<file path="config.mk">
export PLATFORM = sky130hd
export DESIGN_NAME = kss_ctrl
export DESIGN_NICKNAME = d
export VERILOG_FILES = /design/src/rtl/core/kss_pkg.sv /design/src/rtl/core/kss_ctrl.sv
export SDC_FILE = /design/constraint.sdc
export NUM_CORES = 1
export LEC_CHECK = 0
export BUFFER_PORTS_ARGS = -buffer_cell sky130_fd_sc_hd__buf_2
export CAP_MARGIN = 25
export CORE_AREA = 2 2 39 41
export DETAILED_ROUTE_END_ITERATION = 10
export DIE_AREA = 0 0 41 43
export GPL_TIMING_DRIVEN = 0
export PLACE_DENSITY = 0.67
export SLEW_MARGIN = 5
export SYNTH_ARGS = -nofsm -noshare
export SYNTH_HDL_FRONTEND = slang
export SYNTH_SLANG_ARGS = --single-unit
</file>
<file path="constraint.sdc">
create_clock -name i_clk -period 1.6 [get_ports i_clk]
set_input_delay 0.32 -clock i_clk [delete_from_list [all_inputs] [get_ports i_clk]]
set_output_delay 0.32 -clock i_clk [all_outputs]
set_load 0.02 [all_outputs]
</file>
<file path="src/rtl/core/kss_pkg.sv">
package kss_pkg;

    // field widths of one query word and one result word
    localparam int N_W   = 6;
    localparam int K_W   = 5;
    localparam int SUM_W = 10;
    localparam int CNT_W = 30;

    // defaults for the top-level parameters
    localparam int DEF_MAX_N = 32;
    localparam int DEF_MAX_K = 16;

    // counts saturate at all ones
    localparam logic [CNT_W-1:0] COUNT_LIMIT = '1;

    // controller to datapath
    typedef struct packed {
        logic load;       // capture query fields
        logic clr_wr;     // clearing sweep: write one table cell
        logic cell_wr;    // table update: write back one cell
        logic fetch_sel;  // point read port A at the answer cell
        logic out_load;   // load the result register
    } t_cmd;

    // datapath to controller
    typedef struct packed {
        logic zero;       // answer known to be zero, no search needed
        logic run_empty;  // no table cells to update
        logic clr_last;   // last cell of the clearing sweep
        logic cell_last;  // last cell of the table update
    } t_sts;

endpackage

</file>
<file path="src/rtl/core/kss_ctrl.sv">
module kss_ctrl (
    input  logic          i_clk,
    input  logic          i_rst_n,
    input  logic          i_in_valid,
    output logic          o_in_stall,
    output logic          o_out_valid,
    input  logic          i_out_stall,
    input  kss_pkg::t_sts i_sts,
    output kss_pkg::t_cmd o_cmd
);
    import kss_pkg::*;

    typedef enum logic [6:0] {
        S_IDLE  = 7'b0000001,
        S_START = 7'b0000010,
        S_CLR   = 7'b0000100,
        S_RD    = 7'b0001000,
        S_WR    = 7'b0010000,
        S_FETCH = 7'b0100000,
        S_RES   = 7'b1000000
    } t_state;

    t_state r_state;
    t_state n_state;
    logic   r_out_valid;
    logic   n_out_valid;
    logic   w_out_free;

    assign o_in_stall  = (r_state != S_IDLE);
    assign o_out_valid = r_out_valid;
    assign w_out_free  = !r_out_valid || !i_out_stall;

    // sequencer
    always_comb begin
        n_state = r_state;
        o_cmd   = '0;
        unique case (r_state)
            S_IDLE: begin
                if (i_in_valid) begin
                    o_cmd.load = 1'b1;
                    n_state    = S_START;
                end
            end
            S_START: begin
                n_state = i_sts.zero ? S_RES : S_CLR;
            end
            S_CLR: begin
                o_cmd.clr_wr = 1'b1;
                if (i_sts.clr_last) begin
                    n_state = i_sts.run_empty ? S_FETCH : S_RD;
                end
            end
            S_RD: begin
                n_state = S_WR;
            end
            S_WR: begin
                o_cmd.cell_wr = 1'b1;
                n_state       = i_sts.cell_last ? S_FETCH : S_RD;
            end
            S_FETCH: begin
                o_cmd.fetch_sel = 1'b1;
                n_state         = S_RES;
            end
            S_RES: begin
                o_cmd.fetch_sel = 1'b1;
                if (w_out_free) begin
                    o_cmd.out_load = 1'b1;
                    n_state        = S_IDLE;
                end
            end
            default: begin
                n_state = S_IDLE;
            end
        endcase
    end

    // output word valid
    always_comb begin
        if (o_cmd.out_load) begin
            n_out_valid = 1'b1;
        end else if (!i_out_stall) begin
            n_out_valid = 1'b0;
        end else begin
            n_out_valid = r_out_valid;
        end
    end

    always_ff @(posedge i_clk) begin
        if (!i_rst_n) begin
            r_state     <= S_IDLE;
            r_out_valid <= 1'b0;
        end else begin
            r_state     <= n_state;
            r_out_valid <= n_out_valid;
        end
    end

    // an accepted word always starts a query
    a_accept_start: assert property (@(posedge i_clk) disable iff (!i_rst_n)
        (i_in_valid && !o_in_stall) |=> (r_state == S_START))
        else $error("accepted word did not start a query");

    // a loaded result is offered next cycle
    a_load_valid: assert property (@(posedge i_clk) disable iff (!i_rst_n)
        o_cmd.out_load |=> r_out_valid)
        else $error("result loaded but not offered");

    // the last table cell leads straight to the answer read
    a_last_fetch: assert property (@(posedge i_clk) disable iff (!i_rst_n)
        (o_cmd.cell_wr && i_sts.cell_last) |=> (r_state == S_FETCH))
        else $error("update loop did not end in answer read");

    // trivially zero queries never write the table
    a_zero_skip: assert property (@(posedge i_clk) disable iff (!i_rst_n)
        (r_state == S_CLR || r_state == S_WR) |-> !i_sts.zero)
        else $error("table work on a zero query");

endmodule
</file>
Word level (Yosys, flattened, before mapping)
Index checks and enable logic that the tools add are counted.
Word-level totals
  register bits: 8
  output and inout port bits: 7
Operators by class
  reduce and logical (&&, ||, !) cells: 5
  equality and inequality tests: 12
  mux-type cells: 16
Operators with widths (count)
  $pmux 7 s7: 1
  $mux 7: 4
  $mux 6: 2
  $mux 1: 9
  $eq 7x1->1 const B: 1
  $eq 7x2->1 const B: 1
  $eq 7x3->1 const B: 1
  $eq 7x4->1 const B: 1
  $eq 7x5->1 const B: 1
  $eq 7x6->1 const B: 1
  $eq 7x7->1 const B: 1
  $ne 7x1->1 const B: 1
  $ne 2x2->1 const B: 3
  $reduce_and 3->1: 1
  $logic_not 1->1: 2
  $ne 2x1->1 const B: 1
  $reduce_or 2->1: 1
  $logic_or 1x1->1: 1

Longest topological paths before layout
Gate-level depths: netlist (run 1).
  depth in word-level cells: 5
  depth in mapped cells: 5

Worst setup path after synthesis (run 1)
OpenSTA, ideal clock, no wires.
  kind: register to output
  start point: register r_state[0]
  end point: output port o_cmd[0] (netlist name)
  buffers on the path: 1
  arrival: 1.150 ns
  stages on the path, launching flop included: 6
  setup slack: 0.130 ns
  cell sequence: dfxtp_1 nor3_2 nand2_1 or2_1 a21oi_1 buf_4
RTL lines
  from (decl): RTL line kss_ctrl.sv:23  | t_state r_state;
  from (signal assigned): RTL line kss_ctrl.sv:93  | r_state <= n_state;
  to (decl): RTL line kss_ctrl.sv:9  | output kss_pkg::t_cmd o_cmd

==> flow_summary.html, run 1 <==
<table>
<tr><th>Metric</th><th>Value</th></tr>
<tr><th colspan="2">Clock tree</th></tr>
<tr><td>CTS tree</td><td>yes</td></tr>
<tr><td>Sinks on Clock Net</td><td>8</td></tr>
<tr><td>Clock buffer count from CTS</td><td>3</td></tr>
<tr><td>H-tree depth</td><td>1</td></tr>
<tr><td>Worst-path clk slew</td><td>0.05 ns</td></tr>
<tr><td>Insertion delay of the later-clocked pin in the worst-skew pair</td><td>0.25 ns</td></tr>
<tr><td>Number of buffers on the longest clock path</td><td>2</td></tr>
<tr><td>Clock root buffer</td><td>clkbuf_4</td></tr>
<tr><th colspan="2">Hold path</th></tr>
<tr><td>Class of the tightest hold or removal check</td><td>in -&gt; reg</td></tr>
<tr><th colspan="2">Drt</th></tr>
<tr><td>DRC violation total after the first TritonRoute iteration</td><td>9</td></tr>
<tr><td>Per-cell routed wire length</td><td>13.0 microns</td></tr>
<tr><td>Antenna-violating nets left</td><td>0</td></tr>
<tr><td>TritonRoute pass-1 iters</td><td>4</td></tr>
<tr><td>Total via count in the routed design</td><td>497</td></tr>
<tr><td>Final routed wirelength across all metal layers</td><td>1.23 mm</td></tr>
<tr><td>Number of design rule violations left after detail routing</td><td>0</td></tr>
<tr><td>Mean number of vias per cell</td><td>5.23</td></tr>
<tr><th colspan="2">Synth</th></tr>
<tr><td>Number of flip-flops and latches in the synthesized netlist</td><td>8</td></tr>
<tr><td>Async S/R FF share, synth</td><td>0</td></tr>
<tr><td>Mean area per synthesized cell</td><td>9.21 sq um</td></tr>
<tr><td>Net count after synthesis</td><td>58</td></tr>
<tr><td>Register area share after synthesis</td><td>0.348</td></tr>
<tr><td>Largest cells by area after synthesis</td><td>dfxtp_1 (35%), nor3_2 (8.7%), nand4b_4 (5.2%), nor2_1 (4.1%), nor2_2 (4.1%)</td></tr>
<tr><td>Cell type contributing the most total cell area after synthesis</td><td>dfxtp_1</td></tr>
<tr><td>Number of different library cells in the post-synthesis netlist</td><td>24</td></tr>
<tr><td>Predominant post-synthesis flop cell</td><td>dfxtp_1</td></tr>
<tr><td>Top-area cell type share of the netlist area</td><td>0.348</td></tr>
<tr><td>Number of flops mapped to enable cells by yosys</td><td>0</td></tr>
<tr><td>Total standard cell area after synthesis</td><td>460 sq um</td></tr>
<tr><td>Synthesized instance count</td><td>50</td></tr>
<tr><td>Total of warnings raised by yosys</td><td>0</td></tr>
<tr><th colspan="2">Critical path</th></tr>
<tr><td>Data required time at the worst endpoint</td><td>1.28 ns</td></tr>
<tr><td>Critical-path cell with the highest stage delay</td><td>dfxtp_4</td></tr>
<tr><td>Type of element capturing the critical path</td><td>primary output</td></tr>
<tr><td>Series of cell instances along the critical path</td><td>nor3_4 &gt; buf_4 &gt; buf_6 &gt; nand4b_1 &gt; inv_1 &gt; buf_6</td></tr>
<tr><td>Slowest Stage Delay on Critical Path</td><td>0.36 ns</td></tr>
<tr><td>Arrival time at the worst endpoint</td><td>1.37 ns</td></tr>
<tr><td>Dominant cell type by count on the critical path</td><td>buf_6</td></tr>
<tr><td>Critical path peak fanout</td><td>4</td></tr>
<tr><td>Start-to-end type of the worst setup path</td><td>reg -&gt; out</td></tr>
<tr><td>Critical path startpoint category</td><td>register</td></tr>
<tr><th colspan="2">Floorplan</th></tr>
<tr><td>I/O pins</td><td>15</td></tr>
<tr><td>Die boundary height</td><td>43 microns</td></tr>
<tr><td>Chip Width</td><td>41 microns</td></tr>
<tr><td>Standard cell core area</td><td>1380 sq um</td></tr>
<tr><td>Full die area</td><td>1760 sq um</td></tr>
<tr><td>Std cell rows</td><td>14</td></tr>
<tr><td>Initial core utilization</td><td>0.333</td></tr>
<tr><th colspan="2">Power and ir drop</th></tr>
<tr><td>PD cells</td><td>856 nW/um^2</td></tr>
<tr><td>Max VDD drop</td><td>0.489 mV</td></tr>
<tr><td>Leakage</td><td>0.000319 uW</td></tr>
<tr><th colspan="2">Global route</th></tr>
<tr><td>Number of global-route vias before repair</td><td>473</td></tr>
<tr><td>Wire length of the first global-routing pass</td><td>2.07 mm</td></tr>
<tr><td>Largest net degree at the start of global routing</td><td>7</td></tr>
<tr><td>GRT Residual Overflow</td><td>0</td></tr>
<tr><td>Antenna violations before repair</td><td>0</td></tr>
<tr><td>GRT Resource Usage Total</td><td>0.178</td></tr>
<tr><th colspan="2">Job</th></tr>
<tr><td>Max Cap Violations</td><td>0</td></tr>
<tr><th colspan="2">Timing</th></tr>
<tr><td>Final critical-path share of the clock period</td><td>1.06</td></tr>
<tr><td>Setup-violating endpoint count in the final report</td><td>3</td></tr>
<tr><td>Maximum clock frequency</td><td>0.592 GHz</td></tr>
<tr><td>Hold Fails Final Rpt</td><td>0</td></tr>
<tr><td>Worst clock skew</td><td>0.00239 ns</td></tr>
<tr><td>Normalized max-slew margin</td><td>0.779</td></tr>
<tr><td>Post-layout worst setup margin</td><td>-0.0890 ns</td></tr>
<tr><td>Setup repair after global routing missed its margin</td><td>true</td></tr>
<tr><td>Hold Worst Slack</td><td>0.352 ns</td></tr>
<tr><td>Shortest period the worst path allows</td><td>1.69 ns</td></tr>
<tr><td>Worst-Margin Slew</td><td>0.329 ns</td></tr>
<tr><td>Max-slew violation count</td><td>0</td></tr>
<tr><th colspan="2">Placed design</th></tr>
<tr><td>GP Congestion</td><td>0.774</td></tr>
<tr><td># port buffers</td><td>14</td></tr>
<tr><td>DP Wirelength</td><td>739 microns</td></tr>
<tr><th colspan="2">Final layout</th></tr>
<tr><td>Fill cell count</td><td>131</td></tr>
<tr><td>Area Overhead vs Synth</td><td>62.8%</td></tr>
<tr><td>Number of nets in the layout</td><td>89</td></tr>
<tr><td>Count of inserted antenna diode cells</td><td>0</td></tr>
<tr><td>Fin util</td><td>0.542</td></tr>
<tr><td>Share of layout cells above drive strength 1</td><td>0.620</td></tr>
<tr><th colspan="2">Status</th></tr>
<tr><td>Run status</td><td>complete, but fails checks</td></tr>
<tr><td>Failing checks</td><td>negative setup slack</td></tr>
</table>
[per-layer routing]
layer,up-vias,track usage,share of wire
li1,243,-,-
met1,239,0.199,0.40
met2,13,0.284,0.54
met3,2,0.0471,0.044
met4,0,0.100,0.0089
met5,-,0,0
[final cells by class]
cell class | count | area (sq um) | area share
repair buffers | 27 | 205 | 0.274
clock buffers | 3 | 22.5 | 0.0301
inverters | 3 | 11.3 | 0.0150
multi-input cells | 38 | 319 | 0.426
well taps | 16 | 20.0 | 0.0267
flip-flops and latches | 8 | 171 | 0.229
[per-stage QoR]
stage	power [uW]	instances	worst slack (ns)	area [sq um]	TNS (ns)
6_report	641	95	-0.0890	749	-0.188
5_1_grt	681	95	-0.197	749	-0.567
4_1_cts	601	91	-0.0874	686	-0.111
3_5_place_dp	384	80	-0.101	551	-0.101
3_3_place_gp	381	80	-0.0936	551	-0.0936
2_1_floorplan	339	50	0.130	460	0
[logic make-up (layout without fill, tap and decap cells)]
family	after synthesis	in the layout	synth area share
buf+inv	4	33	0.0408
compound gates	12	12	0.201
xor+xnor	1	1	0.0190
simple gates	25	25	0.391
flops	8	8	0.348
[Yosys cell counts (2+ instances only)]
library cell / n
o21ai_0: 2
nand4_1: 2
a21oi_1: 2
nor3_2: 4
nand4b_1: 2
inv_1: 3
nor2_1: 5
dfxtp_1: 8
nor2_2: 3
a21boi_1: 2
nand2b_1: 2
nand2_1: 2
nand3_1: 2
[timing repair]
item | in CTS | in global routing
endpoints found under the setup margin | 6 | 6
cloned | 0 | 0
buffers inserted | 9 | 4
gates resized for setup | 17 | 11
hold buffers | 0 | 0
pin swaps | 6 | 1
[worst max-delay path: cells and delay by family, from the launching register on]
family	cells	cell delay, ns
buf+inv	4	0.46
flops	1	0.36
simple gates	2	0.30
[path summary, 6_finish.rpt]
path              slack (ns)   startpoint  cells past startpoint          end
setup / recovery       -0.09   r_state[1]                      6     o_cmd[3]
hold / removal          0.35      i_rst_n                      2   r_state[2]
setup reg to reg        0.08   r_state[1]                      8   r_state[3]
hold reg to reg         0.51  o_out_valid                      2  o_out_valid
[placed cells by master, fill, tap and decap left out, drive strengths merged, types with 3 or more instances in the layout]
cell    count
buf        27
nor2        8
dfxtp       8
nor3        4
clkbuf      3
nand4b      3
inv         3
o21ai       3
[sequential cells by signal, indices dropped and copies added, names as in the netlist]
signal       count
o_out_valid      1
r_state          7
[where the power goes]
part	total [uW]	internal [uW]	switching, uW
clock network	149	85.5	63.8
logic	251	133	118
registers	241	215	25.9
total	641	434	208
No activity file was read; power rests on OpenSTA's default activity.
==> run 2, diff against run 1 <==
==> constraint.sdc (replaced) <==
create_clock -name i_clk -period 1.98 [get_ports i_clk]
set_input_delay 0.396 -clock i_clk [delete_from_list [all_inputs] [get_ports i_clk]]
set_output_delay 0.396 -clock i_clk [all_outputs]
set_load 0.02 [all_outputs]
==> flow_summary.html, run 2 (synthesized netlist as in run 1, its figures left out) <==
<table>
<tr><th>Metric</th><th>Value</th></tr>
<tr><th colspan="2">Floorplan</th></tr>
<tr><td>Standard cell core area</td><td>1380 sq um (unchanged)</td></tr>
<tr><td>Chip Width</td><td>41 microns (unchanged)</td></tr>
<tr><td>Full die area</td><td>1760 sq um (unchanged)</td></tr>
<tr><td>I/O pins</td><td>15 (unchanged)</td></tr>
<tr><td>Die boundary height</td><td>43 microns (unchanged)</td></tr>
<tr><td>Std cell rows</td><td>14 (unchanged)</td></tr>
<tr><td>Initial core utilization</td><td>0.333 (unchanged)</td></tr>
<tr><th colspan="2">Timing</th></tr>
<tr><td>Setup-violating endpoint count in the final report</td><td>0 (-3)</td></tr>
<tr><td>Max-slew violation count</td><td>0 (unchanged)</td></tr>
<tr><td>Normalized max-slew margin</td><td>0.790 (+0.0120)</td></tr>
<tr><td>Maximum clock frequency</td><td>0.533 GHz</td></tr>
<tr><td>Post-layout worst setup margin</td><td>0.103 ns (+0.192 ns)</td></tr>
<tr><td>Shortest period the worst path allows</td><td>1.88 ns</td></tr>
<tr><td>Final TNS setup</td><td>0 ns (+0.188 ns)</td></tr>
<tr><td>Worst clock skew</td><td>0.00175 ns (-0.000645 ns)</td></tr>
<tr><td>Worst-Margin Slew</td><td>0.312 ns (-0.0178 ns)</td></tr>
<tr><td>Hold Fails Final Rpt</td><td>0 (unchanged)</td></tr>
<tr><td>Final critical-path share of the clock period</td><td>0.948</td></tr>
<tr><td>Setup repair after global routing missed its margin</td><td>false</td></tr>
<tr><th colspan="2">Global route</th></tr>
<tr><td>GRT Residual Overflow</td><td>0 (unchanged)</td></tr>
<tr><td>Antenna violations before repair</td><td>0 (unchanged)</td></tr>
<tr><td>GRT Resource Usage Total</td><td>0.144 (-0.0334)</td></tr>
<tr><td>Wire length of the first global-routing pass</td><td>1.69 mm (-18%)</td></tr>
<tr><td>Number of global-route vias before repair</td><td>419 (-11%)</td></tr>
<tr><td>Largest net degree at the start of global routing</td><td>8 (+1)</td></tr>
<tr><th colspan="2">Critical path</th></tr>
<tr><td>Start-to-end type of the worst setup path</td><td>reg -&gt; out</td></tr>
<tr><td>Critical path peak fanout</td><td>6 (+2)</td></tr>
<tr><td>Launching element of the worst setup path</td><td>r_state[2]</td></tr>
<tr><td>Worst reg2reg path startpoint</td><td>r_state[1]</td></tr>
<tr><td>Arrival time at the worst endpoint</td><td>1.48 ns (+0.11 ns)</td></tr>
<tr><td>Worst setup path endpoint</td><td>o_cmd[0]</td></tr>
<tr><td>Internal reg-to-reg setup slack</td><td>0.72 ns (+0.64 ns)</td></tr>
<tr><td>Type of element capturing the critical path</td><td>primary output</td></tr>
<tr><td>Length in cells of the worst reg-to-reg path</td><td>5 (-3)</td></tr>
<tr><td>Data required time at the worst endpoint</td><td>1.58 ns (+0.30 ns)</td></tr>
<tr><td>Endpoint of the worst register-to-register path</td><td>r_state[2]</td></tr>
<tr><td>Critical path startpoint category</td><td>register</td></tr>
<tr><th colspan="2">Power and ir drop</th></tr>
<tr><td>Leakage</td><td>0.000261 uW (-18%)</td></tr>
<tr><td>Reg power frac</td><td>0.441 (+0.065)</td></tr>
<tr><td>Portion of total power attributed to the clock network</td><td>0.270 (+0.037)</td></tr>
<tr><td>Max VDD drop</td><td>0.328 mV (-33%)</td></tr>
<tr><td>Cell internal power dissipation</td><td>301 uW (-31%)</td></tr>
<tr><td>Share of total power consumed by net switching</td><td>0.327 (+0.00343)</td></tr>
<tr><td>PD cells</td><td>738 nW/um^2 (-14%)</td></tr>
<tr><td>Post-route total power</td><td>448 uW (-30%)</td></tr>
<tr><td>Switching component of the power</td><td>146 uW (-29%)</td></tr>
<tr><td>Relative contribution of combinational cells to total power</td><td>0.289 (-0.102)</td></tr>
<tr><th colspan="2">Final layout</th></tr>
<tr><td>Fill cell count</td><td>140 (+6.9%)</td></tr>
<tr><td>Count of inserted antenna diode cells</td><td>0 (unchanged)</td></tr>
<tr><td>Number of flip-flops in the largest register</td><td>7 (unchanged)</td></tr>
<tr><td>Register with the most flip-flops</td><td>r_state</td></tr>
<tr><td>Area Overhead vs Synth</td><td>31.8%</td></tr>
<tr><td>Most frequent standard cell in the layout excluding fill and tap cells</td><td>buf_2</td></tr>
<tr><td>Final design instance area without fill</td><td>607 sq um (-19%)</td></tr>
<tr><td>Final cell count without fillers</td><td>85 (-11%)</td></tr>
<tr><td>Share of layout cells above drive strength 1</td><td>0.464 (-0.156)</td></tr>
<tr><td>Most frequent cells in the layout</td><td>buf_2 (13), dfxtp_1 (6), nor2_1 (5)</td></tr>
<tr><td>Number of nets in the layout</td><td>79 (-11%)</td></tr>
<tr><th colspan="2">Drt</th></tr>
<tr><td>Per-cell routed wire length</td><td>11.5 microns (-11%)</td></tr>
<tr><td>Antenna-violating nets left</td><td>0 (unchanged)</td></tr>
<tr><td>DRC violation total after the first TritonRoute iteration</td><td>7 (-2)</td></tr>
<tr><td>TritonRoute pass-1 iters</td><td>4 (unchanged)</td></tr>
<tr><td>Final routed wirelength across all metal layers</td><td>978 microns (-21%)</td></tr>
<tr><td>Number of design rule violations left after detail routing</td><td>0 (unchanged)</td></tr>
<tr><td>Total via count in the routed design</td><td>438 (-12%)</td></tr>
<tr><td>Mean number of vias per cell</td><td>5.15 (-1.5%)</td></tr>
<tr><th colspan="2">Clock tree</th></tr>
<tr><td>Clock root buffer</td><td>clkbuf_4</td></tr>
<tr><td>Clock buffer count from CTS</td><td>3 (unchanged)</td></tr>
<tr><td>H-tree depth</td><td>1 (unchanged)</td></tr>
<tr><td>Post-cts hold buffer count</td><td>0 (unchanged)</td></tr>
<tr><td>Worst-path clk slew</td><td>0.05 ns (about the same)</td></tr>
<tr><td>Sinks on Clock Net</td><td>8 (unchanged)</td></tr>
<tr><td>CTS tree</td><td>yes</td></tr>
<tr><td>Number of buffers on the longest clock path</td><td>2 (unchanged)</td></tr>
<tr><td>Insertion delay of the later-clocked pin in the worst-skew pair</td><td>0.25 ns (about the same)</td></tr>
<tr><th colspan="2">Placed design</th></tr>
<tr><td>Cell count after placement</td><td>80 (unchanged)</td></tr>
<tr><td>DP Wirelength</td><td>739 microns (unchanged)</td></tr>
<tr><td>Placed cell area</td><td>551 sq um (unchanged)</td></tr>
<tr><td># port buffers</td><td>14 (unchanged)</td></tr>
<tr><td>Worst slack at placement</td><td>0.203 ns (+0.304 ns)</td></tr>
<tr><td>GP Congestion</td><td>0.774 (unchanged)</td></tr>
<tr><th colspan="2">Job</th></tr>
<tr><td>Max Cap Violations</td><td>0 (unchanged)</td></tr>
<tr><th colspan="2">Status</th></tr>
<tr><td>Run status</td><td>complete, no violations</td></tr>
<tr><th colspan="2">Hold path</th></tr>
<tr><td>Class of the tightest hold or removal check</td><td>in -&gt; reg</td></tr>
<tr><td>Hold wc startpoint</td><td>i_out_stall</td></tr>
</table>
[run 2: worst max-delay path, cell delays in order, from the launching register on]
cell,delay [ns]
dfxtp_1,0.38
nor2_4,0.18
nand2_1,0.08
or2_1,0.23
a21oi_1,0.12
buf_4,0.11
buf_4,0.12
[run 2: metal layers]
| metal | vias up | track usage | wire, microns |
|---|---|---|---|
| met5 | - | 0 | 0 |
| met4 | 0 | 0.100 | 11 |
| met3 | 2 | 0.0471 | 62 |
| met2 | 15 | 0.200 | 482 |
| met1 | 201 | 0.179 | 421 |
| li1 | 220 | - | - |
[run 2: layout make-up]
type / count / area (sq um) / share of cell area
repair buffers: 16 / 87.6 / 0.144
well taps: 16 / 20.0 / 0.0330
clock buffers: 3 / 22.5 / 0.0371
flip-flops and latches: 8 / 165 / 0.272
multi-input cells: 38 / 293 / 0.482
inverters: 3 / 11.3 / 0.0186
plain buffers: 1 / 7.51 / 0.0124
[run 2: how the worst min path moves through the flow]
stage	end	slack, ns	cells after the start
CTS	o_out_valid	0.42	3
global route	r_state[2]	0.43	2
global placement	o_out_valid	0.48	2
finish	o_out_valid	0.43	3
floorplan	r_state[4]	0.51	2
detailed placement	o_out_valid	0.48	2
[run 2: per-stage QoR]
step / hold WS, ns / util
floorplan: 0.513 / -
global placement: 0.484 / 0.398
detailed placement: 0.484 / 0.398
CTS: 0.424 / 0.424
global route: 0.429 / 0.439
finish: 0.432 / 0.439
[run 2: power by group through the flow]
stage               logic (uW)  registers [uW]  clock network (uW)
detailed placement         116             194                   0
CTS                        124             195                 126
floorplan                 82.5             191                   0
global placement           114             194                   0
global route               141             199                 134
finish                     130             197                 121
[run 2: repair_timing]
| item | in CTS | in global routing |
|---|---|---|
| gates resized for setup | 1 | 5 |
| pin swaps | 1 | 2 |
| setup buffers | 1 | 1 |
| endpoints found under the setup margin | 1 | 1 |
